`src/design/mpq_pkg.sv`:
```
// Package with the constants, types and codes shared across the priority queue.
`timescale 1ns / 1ps
package mpq_pkg;

    localparam int CAPACITY = 16;
    localparam int CNT_W = $clog2(CAPACITY + 1);

    localparam logic REQ_INSERT = 1'b0;
    localparam logic REQ_REMOVE = 1'b1;

    localparam logic [1:0] STATUS_OK    = 2'd0;
    localparam logic [1:0] STATUS_EMPTY = 2'd1;
    localparam logic [1:0] STATUS_FULL  = 2'd2;

    localparam logic signed [31:0] EMPTY_VALUE = -32'sd9999;

    typedef logic signed [31:0] value_t;
    typedef logic [CNT_W-1:0] count_t;

    // Command broadcast to every cell of the row in a cycle.
    typedef struct packed {
        logic ins;
        logic rem;
    } cell_ctrl_t;

endpackage

```
`src/design/mpq_if.sv`:
```
// Request and response channel interfaces of the priority queue.
`timescale 1ns / 1ps
interface mpq_req_if;
    logic valid;
    logic ready;
    logic req_type;
    logic signed [31:0] value_in;

    modport source (output valid, output req_type, output value_in, input ready);
    modport sink (input valid, input req_type, input value_in, output ready);
endinterface

interface mpq_rsp_if;
    logic valid;
    logic ready;
    logic [1:0] status;
    logic signed [31:0] value_out;
    logic [4:0] occupancy;

    modport source (output valid, output status, output value_out, output occupancy,
                    input ready);
    modport sink (input valid, input status, input value_out, input occupancy,
                  output ready);
endinterface

```
`src/design/mpq_cell.sv`:
```
// One slot of the sorted row: keeps its value, shifts with its neighbors.
`timescale 1ns / 1ps
module mpq_cell (
    input  logic               clk,
    input  mpq_pkg::cell_ctrl_t ctrl,
    input  mpq_pkg::value_t    new_value,
    input  logic               occupied,
    input  mpq_pkg::value_t    left_value,
    input  logic               left_greater,
    input  mpq_pkg::value_t    right_value,
    output mpq_pkg::value_t    entry,
    output logic               greater
);

    mpq_pkg::value_t entry_reg;
    mpq_pkg::value_t entry_next;

    // Cells holding a value at least as large as the new one form a prefix of the row.
    assign greater = occupied && (entry_reg >= new_value);
    assign entry   = entry_reg;

    always_comb
    begin
        entry_next = entry_reg;
        if (ctrl.ins)
        begin
            if (greater)
            begin
                entry_next = entry_reg;
            end
            else if (left_greater)
            begin
                entry_next = new_value;
            end
            else
            begin
                entry_next = left_value;
            end
        end
        else if (ctrl.rem)
        begin
            entry_next = right_value;
        end
    end

    always_ff @(posedge clk)
    begin
        entry_reg <= entry_next;
    end

endmodule

```
`src/design/max_priority_queue_unit.sv`:
```
// Top level of the bounded max-first priority queue built as a row of cells.
//
// Usage: requests arrive on the req channel as one word each (req_type 0 inserts
// value_in, req_type 1 removes the largest value held). Each request yields
// exactly one word on the rsp channel with status, value_out and occupancy.
// The values live in a row of CAPACITY cells kept in descending order, the
// largest in cell 0. On insert every cell compares itself with the new value
// in parallel and either holds, takes the new value or takes its left
// neighbor's value; on remove every cell takes its right neighbor's value.
// An accepted request has its response word in the output register in the
// next cycle. Throughput is one request per cycle while the receiver keeps
// up, set by the registered cell row update and one-entry output register.
// When the receiver stalls, the response is held and req.ready drops until
// that response is taken; a new request is accepted in the same cycle the
// pending response leaves. Reset clears the count and the output valid flag;
// cell contents are not cleared, since only occupied cells are ever read.
// A remove on an empty queue returns status empty and -9999; an insert on a
// full queue returns status full and drops the value.
`timescale 1ns / 1ps
module max_priority_queue_unit (
    input  logic      clk,
    input  logic      rst_n,
    mpq_req_if.sink   req,
    mpq_rsp_if.source rsp
);

    localparam int N = mpq_pkg::CAPACITY;

    mpq_pkg::count_t count_reg;
    mpq_pkg::count_t count_next;
    logic            rsp_valid_reg;
    logic            rsp_valid_next;
    logic [1:0]      status_reg;
    logic [1:0]      status_next;
    mpq_pkg::value_t value_reg;
    mpq_pkg::value_t value_next;
    mpq_pkg::count_t occ_reg;

    logic                take;
    logic                is_empty;
    logic                is_full;
    mpq_pkg::cell_ctrl_t ctrl;
    mpq_pkg::value_t     entries [N];
    logic                greaters [N];

    assign req.ready = !rsp_valid_reg || rsp.ready;
    assign take      = req.valid && req.ready;
    assign is_empty  = (count_reg == '0);
    assign is_full   = (count_reg == mpq_pkg::count_t'(N));

    assign ctrl.ins = take && (req.req_type == mpq_pkg::REQ_INSERT) && !is_full;
    assign ctrl.rem = take && (req.req_type == mpq_pkg::REQ_REMOVE) && !is_empty;

    for (genvar i = 0; i < N; i++)
    begin : g_cell
        mpq_pkg::value_t left_value;
        logic            left_greater;
        mpq_pkg::value_t right_value;
        logic            occupied;

        assign occupied = (mpq_pkg::CNT_W'(i) < count_reg);

        if (i == 0)
        begin : g_first
            // Cell 0 sees an unbounded left neighbor, so it takes the new value
            // whenever it is not at least as large itself.
            assign left_value   = req.value_in;
            assign left_greater = 1'b1;
        end
        else
        begin : g_mid
            assign left_value   = entries[i-1];
            assign left_greater = greaters[i-1];
        end

        if (i == N - 1)
        begin : g_last
            assign right_value = entries[i];
        end
        else
        begin : g_inner
            assign right_value = entries[i+1];
        end

        mpq_cell u_cell (
            .clk          (clk),
            .ctrl         (ctrl),
            .new_value    (req.value_in),
            .occupied     (occupied),
            .left_value   (left_value),
            .left_greater (left_greater),
            .right_value  (right_value),
            .entry        (entries[i]),
            .greater      (greaters[i])
        );
    end

    always_comb
    begin
        count_next     = count_reg;
        rsp_valid_next = rsp_valid_reg;
        status_next    = status_reg;
        value_next     = value_reg;
        if (rsp_valid_reg && rsp.ready)
        begin
            rsp_valid_next = 1'b0;
        end
        if (take)
        begin
            rsp_valid_next = 1'b1;
            if (req.req_type == mpq_pkg::REQ_INSERT)
            begin
                value_next = '0;
                if (is_full)
                begin
                    status_next = mpq_pkg::STATUS_FULL;
                end
                else
                begin
                    status_next = mpq_pkg::STATUS_OK;
                    count_next  = count_reg + 1'b1;
                end
            end
            else
            begin
                if (is_empty)
                begin
                    status_next = mpq_pkg::STATUS_EMPTY;
                    value_next  = mpq_pkg::EMPTY_VALUE;
                end
                else
                begin
                    status_next = mpq_pkg::STATUS_OK;
                    value_next  = entries[0];
                    count_next  = count_reg - 1'b1;
                end
            end
        end
    end

    always_ff @(posedge clk or negedge rst_n)
    begin
        if (!rst_n)
        begin
            count_reg     <= '0;
            rsp_valid_reg <= 1'b0;
        end
        else
        begin
            count_reg     <= count_next;
            rsp_valid_reg <= rsp_valid_next;
        end
    end

    always_ff @(posedge clk)
    begin
        status_reg <= status_next;
        value_reg  <= value_next;
        if (take)
        begin
            occ_reg <= count_next;
        end
    end

    assign rsp.valid     = rsp_valid_reg;
    assign rsp.status    = status_reg;
    assign rsp.value_out = value_reg;
    assign rsp.occupancy = 5'(occ_reg);

endmodule
```
`src/flat_wrapper.sv`:
```
// flat-port wrapper written by rule: the top's interface ports become plain ports
module max_priority_queue_unit_flat 
  (clk, rst_n, req_valid, req_req_type, req_value_in, req_ready, rsp_valid, rsp_status, rsp_value_out, rsp_occupancy, rsp_ready);
  mpq_req_if req_i ();
  mpq_rsp_if rsp_i ();
  input  logic clk;
  input  logic rst_n;
  input wire logic [$bits(req_i.valid)-1:0] req_valid;
  input wire logic [$bits(req_i.req_type)-1:0] req_req_type;
  input wire logic [$bits(req_i.value_in)-1:0] req_value_in;
  output wire logic [$bits(req_i.ready)-1:0] req_ready;
  output wire logic [$bits(rsp_i.valid)-1:0] rsp_valid;
  output wire logic [$bits(rsp_i.status)-1:0] rsp_status;
  output wire logic [$bits(rsp_i.value_out)-1:0] rsp_value_out;
  output wire logic [$bits(rsp_i.occupancy)-1:0] rsp_occupancy;
  input wire logic [$bits(rsp_i.ready)-1:0] rsp_ready;
  assign req_i.valid = req_valid;
  assign req_i.req_type = req_req_type;
  assign req_i.value_in = req_value_in;
  assign req_ready = req_i.ready;
  assign rsp_valid = rsp_i.valid;
  assign rsp_status = rsp_i.status;
  assign rsp_value_out = rsp_i.value_out;
  assign rsp_occupancy = rsp_i.occupancy;
  assign rsp_i.ready = rsp_ready;
  max_priority_queue_unit u_core (.clk(clk), .rst_n(rst_n), .req(req_i), .rsp(rsp_i));
endmodule
```
`config.mk`:
```
export PLATFORM = sky130hd
export DESIGN_NAME = max_priority_queue_unit_flat
export DESIGN_NICKNAME = d
export VERILOG_FILES = /design/src/design/mpq_pkg.sv /design/src/design/mpq_if.sv /design/src/design/mpq_cell.sv /design/src/design/max_priority_queue_unit.sv /design/src/flat_wrapper.sv
export SDC_FILE = /design/constraint.sdc
export NUM_CORES = 2
export LEC_CHECK = 0
export ABC_AREA = 1
export BUFFER_PORTS_ARGS = -buffer_cell sky130_fd_sc_hd__buf_2
export CAP_MARGIN = 20
export CORE_MARGIN = 8
export CORE_UTILIZATION = 50
export DETAILED_ROUTE_END_ITERATION = 12
export PLACE_DENSITY = 0.74
export SYNTH_ARGS = -nofsm -noshare
export SYNTH_HDL_FRONTEND = slang
export SYNTH_SLANG_ARGS = --single-unit
```
`constraint.sdc`:
```
create_clock -name clk -period 3.3 [get_ports clk]
set_clock_uncertainty 0.05 [all_clocks]
set_input_delay 0 -clock clk [delete_from_list [all_inputs] [get_ports clk]]
set_output_delay 0 -clock clk [all_outputs]
set_load 0.05 [all_outputs]
```
* Word-level counts from Yosys, hierarchy flattened *
Index checks and enable logic that the tools add are counted.

word-level totals
  bits in registers = 557
  bits of input ports = 37
  output and inout bits = 41
  logic and storage cells = 190

operators by class
  add/sub/neg operators = 2
  $lt $le $gt $ge = 32
  equal/unequal tests = 16
  muxes and demuxes = 70
  bitwise logic cells = 2
  reductions and logical operators = 46

operators by type and width
  cell                                                        count
  two-way mux 32 bit                                          61
  greater-or-equal comparator 32 bit                          16
  less-than comparator 4 x 5 -> 1 bit (first input constant)  8
  AND reduction 2 bit                                         16
  != test 2 bit (second input constant)                       15
  logical AND 1 bit                                           22
  less-than comparator 3 x 5 -> 1 bit (first input constant)  4
  two-way mux 5 bit                                           4
  less-than comparator 1 x 5 -> 1 bit (first input constant)  2
  less-than comparator 2 x 5 -> 1 bit (first input constant)  2
  adder 5 x 1 -> 5 bit (second input constant)                1
  == test 5 bit (second input constant)                       1
  zero test 5 bit                                             1
  subtractor 5 x 1 -> 5 bit (second input constant)           1
  two-way mux 2 bit                                           2
  nonzero test 2 bit                                          2
  zero test 1 bit                                             3
  two-way mux 1 bit                                           3
  inverter 1 bit                                              2
  OR reduction 2 bit                                          1
  logical OR 1 bit                                            1

* Depth between registers and ports, before layout *
  word-level depth = 7
  mapped depth = 20
  gate-level depth less buffers = 19

* Hierarchy *
From an unflattened synthesis, not the netlist that was laid out.

unflattened totals
  cell total of the unflattened synthesis = 5313
  area, all modules = 41850.1 um2

by module, submodules not included
  module                   instances  cells each  area each (um2)  sequential area each (um2)
  mpq_cell                 16         319         2484.9           960.9
  max_priority_queue_unit  1          209         2092.0           1321.3

* Worst setup path after synthesis *
Ideal clock, no wire load.

  path type = register -> register
  start point = reg u_core.rsp_valid_reg, in the netlist u_core.rsp.valid
  end point = reg u_core.g_cell[15].u_cell.entry_reg[0] (enable)
  library setup time = 432 ps
  data arrival time = 3480 ps
  data required time = 2818 ps
  path slack = -662 ps
  cell stages (with the launch flop) = 7
  path buffers = 1
  clock period less this slack = 3962 ps
  cells stage by stage = dfrtp_1 > nand2_1 > nand2_1 > nor3_4 > inv_2 > clkbuf_1 > a21oi_1

on the way
  longest elaborated chain between the ends = 6

ends and longest elaborated chain
  what                            line                            source
  start: declaration              max_priority_queue_unit.sv:31   logic rsp_valid_reg;
  start signal: assignment        max_priority_queue_unit.sv:151  rsp_valid_reg <= rsp_valid_next;
  zero test 1 bit                 max_priority_queue_unit.sv:46   assign req.ready = !rsp_valid_reg || rsp.ready;
  logical OR 1 bit                max_priority_queue_unit.sv:46
  via req_ready                   flat_wrapper.sv:11              output wire logic [$bits(req_i.ready)-1:0] req_ready;
  logical AND 1 bit               max_priority_queue_unit.sv:47   assign take = req.valid && req.ready;
  logical AND 1 bit (2 in a row)  max_priority_queue_unit.sv:51   assign ctrl.ins = take && (req.req_type == mpq_pkg::REQ_INSERT) && !is_full;
  AND reduction 2 bit (no line)   --
  end signal: assignment          mpq_cell.sv:48                  entry_reg <= entry_next;
  end: declaration                mpq_cell.sv:15                  mpq_pkg::value_t entry_reg;

The timed path passes the listed nets, and every way through them passes these cells.
A chain may end at the register's enable or synchronous reset.

* Worst setup path in the final report *
  start point = reg u_core.count_reg[0]
  end point = reg u_core.g_cell[0].u_cell.entry_reg[17] (data pin)

on the way
  longest elaborated chain between the ends = 4

ends and longest elaborated chain
  what                                        line                            source
  start: declaration                          max_priority_queue_unit.sv:29   mpq_pkg::count_t count_reg;
  start signal: assignment                    max_priority_queue_unit.sv:150  count_reg <= count_next;
  == test 5 bit                               max_priority_queue_unit.sv:49   assign is_full = (count_reg == mpq_pkg::count_t'(N));
  zero test 1 bit                             max_priority_queue_unit.sv:51
  logical AND 1 bit                           max_priority_queue_unit.sv:51
  two-way mux 32 bit                          mpq_cell.sv:25                  if (ctrl.ins)
  via u_core.g_cell[0].u_cell.entry_next[17]  mpq_cell.sv:16                  mpq_pkg::value_t entry_next;
  end signal: assignment                      mpq_cell.sv:48
  end: declaration                            mpq_cell.sv:15

The timed path passes the listed nets, and every way through them passes these cells.

==> run summary <==
The flow ran to the end, and the final reports show no timing, DRC or antenna violations. For this run, the number of Yosys warnings is 0. The via count of the first global-routing pass came out at 38900.

The number of maximum-capacitance constraint violations is 0. Counting the buffers created by CTS gives 66. Once layout is complete, the utilization of the core stands at 56.0%.

By area the synthesized netlist is led by sky130_fd_sc_hd__edfxtp_1 (39%), sky130_fd_sc_hd__nand2_1 (18%), sky130_fd_sc_hd__ha_1 (15%), sky130_fd_sc_hd__nand3_1 (11%), sky130_fd_sc_hd__inv_1 (5.4%). The minimum clock period came out at 3.11 ns. The netlist area before placement came out at 42800 µm². The required time of the critical path came out at 3.71 ns. The worst hold path begins at req_value_in[0]. The flip-flop cell with the highest count after synthesis is sky130_fd_sc_hd__edfxtp_1. The cell count after synthesis came out at 5627. The worst vdd rail ir drop came out at 0.401 mV. After global routing the overflow that remains totals 0. The count of pins over their slew limit came to 0. The area of placed instances came out at 45100 µm². The worst register-to-register path has a setup slack of 0.19 ns.

The worst hold path belongs to the class in -> reg. The total I/O pin count is 78. The register area share after synthesis came out at 39.0%. The share of async-settable or async-resettable flops after synthesis is 1.08%. Setup repair after global routing left no endpoint under its margin. The maximum number of pins on one net before global-route repair came out at 138. The final clock period utilization by the worst path came out at 94.3%. The total die area came out at 95100 µm².

By startpoint and endpoint, the worst setup path is classified as reg -> reg. The global-route met2 utilization came out at 46.8%. The placer congestion estimate is 0.944. In this run the worst path has a maximum fanout of 53.

For the worst-skew pair, the clock arrives at the later sink with an insertion delay of 0.63 ns. The number of port buffers came out at 77. The average detailed-routed wire length per instance is 20.6 µm.

The first-pass iteration count of the detailed router came out at 8. The register bit total from synthesis is 557. The worst setup path is captured at a flip-flop.

The initial utilization of the core area, before any placement, comes to 50.3%. The depth of the worst register-to-register path came out at 12. The number of clock sinks seen by CTS came out at 557. The post-CTS setup repair buffer count came out at 0. The distinct cell type count of the synthesized netlist is 38. The end point of the most critical hold path is u_core.g_cell[15].u_cell.entry[0]. After detailed routing, the number of remaining DRC violations is 0. The startpoint identified for the worst register-to-register timing path is u_core.count_reg[0].

A synthesized cell averages 7.60 µm². The via density per instance came out at 5.90. The worst path arrival time is 3.52 ns.

The hold violation count in the final report is 0. The floorplan die height came out at 308 µm. The clock input transition at the sequential cells of the worst setup and hold paths came out at 0.06 ns. The growth of design area from synthesis to finish came out at 11.3%.

The core box area came out at 85000 µm². The sum of negative setup slack is 0 ns. Global routing consumed, over all layers together, 29.1% of the routing resources. The die width came out at 308 µm. TritonCTS built the clock tree. The dominant cell type by area after synthesis is sky130_fd_sc_hd__edfxtp_1. The net count after synthesis came out at 6179. The maximum operating frequency is 322 MHz. The transition time at the pin with the least slew margin came out at 1.06 ns. CTS placed an instance of sky130_fd_sc_hd__clkbuf_16 at the clock tree root. Timing analysis after detailed placement gives a worst setup slack of 0.150 ns. Once layout is done, the placed cells without fillers occupy 47600 µm². In this run the most used layer during global routing was met2. The number of core rows is 107. The layout cell share with drive strength beyond 1 came out at 6.76%. The number of enable flip-flop cells after synthesis came out at 551. The detailed router finished its first iteration with 4424 violations. After detailed routing, the total wire length is 142000 µm. The worst register-to-register path ends at u_core.g_cell[0].u_cell.entry[17]. The final layout net count came out at 6240. The worst-case headroom to the max-slew limit came out at 29.3%. The register with the most flip-flops in the layout has 512 of them. By count the netlist is led by sky130_fd_sc_hd__nand2_1 (2041), sky130_fd_sc_hd__nand3_1 (967), sky130_fd_sc_hd__inv_1 (617).

For met3 alone, demand over resource in global routing was 8.04%. The global routing met1 resource utilization is 36.5%. Along the worst hold path, the cell count comes to 3. The power density over cell area came out at 691 nW/µm². The power after layout is 32.9 mW.

The number of standard cells in the layout, taps in and fillers out came out at 6884. The tightest hold path in the finished design has a slack of 0.173 ns. The worst setup slack after layout is 0.190 ns.

The repair_antennas step left the layout with diodes totalling 0. For this design the static power due to leakage is 23.8 nW. The count of H-tree levels built during CTS came out at 3. The area share of the largest cell type after synthesis came out at 38.7%. For this block, the via count after detailed routing is 40600.

The most common cell in the synthesized netlist is sky130_fd_sc_hd__nand2_1. The worst setup path is launched from a flip-flop. The maximum buffer depth of the clock tree is 3. The HPWL after detailed placement is 102000 µm. The cell count after placement is 6727. The initial antenna violation count came out at 6. The first-pass GRT wire length is 218000 µm. The remaining number of nets flagged by the antenna check after routing is 0. The number of setup violations in the final report is 0.
how the worst max path moves through the flow:
stage,slack (ns),depth (start not counted),start,to
6_report,0.19,12,u_core.count_reg[0],u_core.g_cell[0].u_cell.entry[17]
5_1_grt,0.02,12,u_core.count_reg[0],u_core.g_cell[0].u_cell.entry[25]
4_1_cts,0.10,12,u_core.count_reg[0],u_core.g_cell[0].u_cell.entry[25]
3_5_place_dp,0.15,12,u_core.count_reg[0],u_core.g_cell[0].u_cell.entry[25]
3_3_place_gp,0.12,12,u_core.count_reg[0],u_core.g_cell[0].u_cell.entry[25]
2_1_floorplan,0.02,14,req_value_in[31],u_core.g_cell[2].u_cell.entry[0]
cells by family after synthesis:
kind of cell             Yosys count  share of synthesized area [%]
AND/OR/NAND/NOR                 3253                           32.2
buffers and inverters            905                           8.68
flip-flops                       557                           39.0
adder cells (fa/ha/maj)          515                           15.1
AO/OA/AOI/OAI                    394                           4.96
XOR/XNOR                           3                         0.0615
layout make-up:
cell class              instances  area, µm²
repair buffers                273       2550
well taps                    1144       1430
fillers                      7763      37400
flip-flops and latches        557      16700
clock inverters                38        402
clock buffers                  82       1730
multi-input cells            4165      22400
inverters                     625       2350
layer usage:
| metal | vias up | part of all wire (%) |
|---|---|---|
| li1 | 18800 | - |
| met5 | - | 0.077 |
| met1 | 19000 | 38 |
| met2 | 2272 | 46 |
| met4 | 10 | 4.7 |
| met3 | 495 | 11 |
report_power, final:
group | total, mW | internal, mW | switching (mW)
registers | 11.5 | 10.0 | 1.50
clock network | 7.47 | 4.30 | 3.17
logic | 13.9 | 4.25 | 9.63
critical path, stage by stage (launching register included):
cell,delay [ns]
sky130_fd_sc_hd__dfrtp_1,0.46
sky130_fd_sc_hd__inv_1,0.19
sky130_fd_sc_hd__ha_1,0.27
sky130_fd_sc_hd__nand2_1,0.09
sky130_fd_sc_hd__nor2_1,0.05
sky130_fd_sc_hd__inv_2,0.08
sky130_fd_sc_hd__nor2_1,0.06
sky130_fd_sc_hd__nor3_4,0.18
sky130_fd_sc_hd__buf_4,0.28
sky130_fd_sc_hd__buf_4,0.38
sky130_fd_sc_hd__buf_6,0.42
sky130_fd_sc_hd__nand2_1,0.27
sky130_fd_sc_hd__o21ai_0,0.14
placed cells by master (no fill, tap or decap), types with 48 or more instances in the layout:
cell                        netlist  routed
sky130_fd_sc_hd__a21oi_1        230     229
sky130_fd_sc_hd__buf_12           0      48
sky130_fd_sc_hd__buf_2          155      77
sky130_fd_sc_hd__buf_4           14     110
sky130_fd_sc_hd__clkbuf_16        0      66
sky130_fd_sc_hd__edfxtp_1       551     551
sky130_fd_sc_hd__ha_1           515     515
sky130_fd_sc_hd__inv_1          617     616
sky130_fd_sc_hd__nand2_1       2041    2031
sky130_fd_sc_hd__nand3_1        967     967
sky130_fd_sc_hd__nor2_1         155     155
sky130_fd_sc_hd__o21ai_0        100     100
what timing repair did:
action / CTS / global route
resized for setup: 0 / 1
setup endpoints to repair: 0 / 9
hold endpoints to repair: 75 / 0
hold buffers: 37 / 0
No activity file was read; power rests on OpenSTA's default activity.
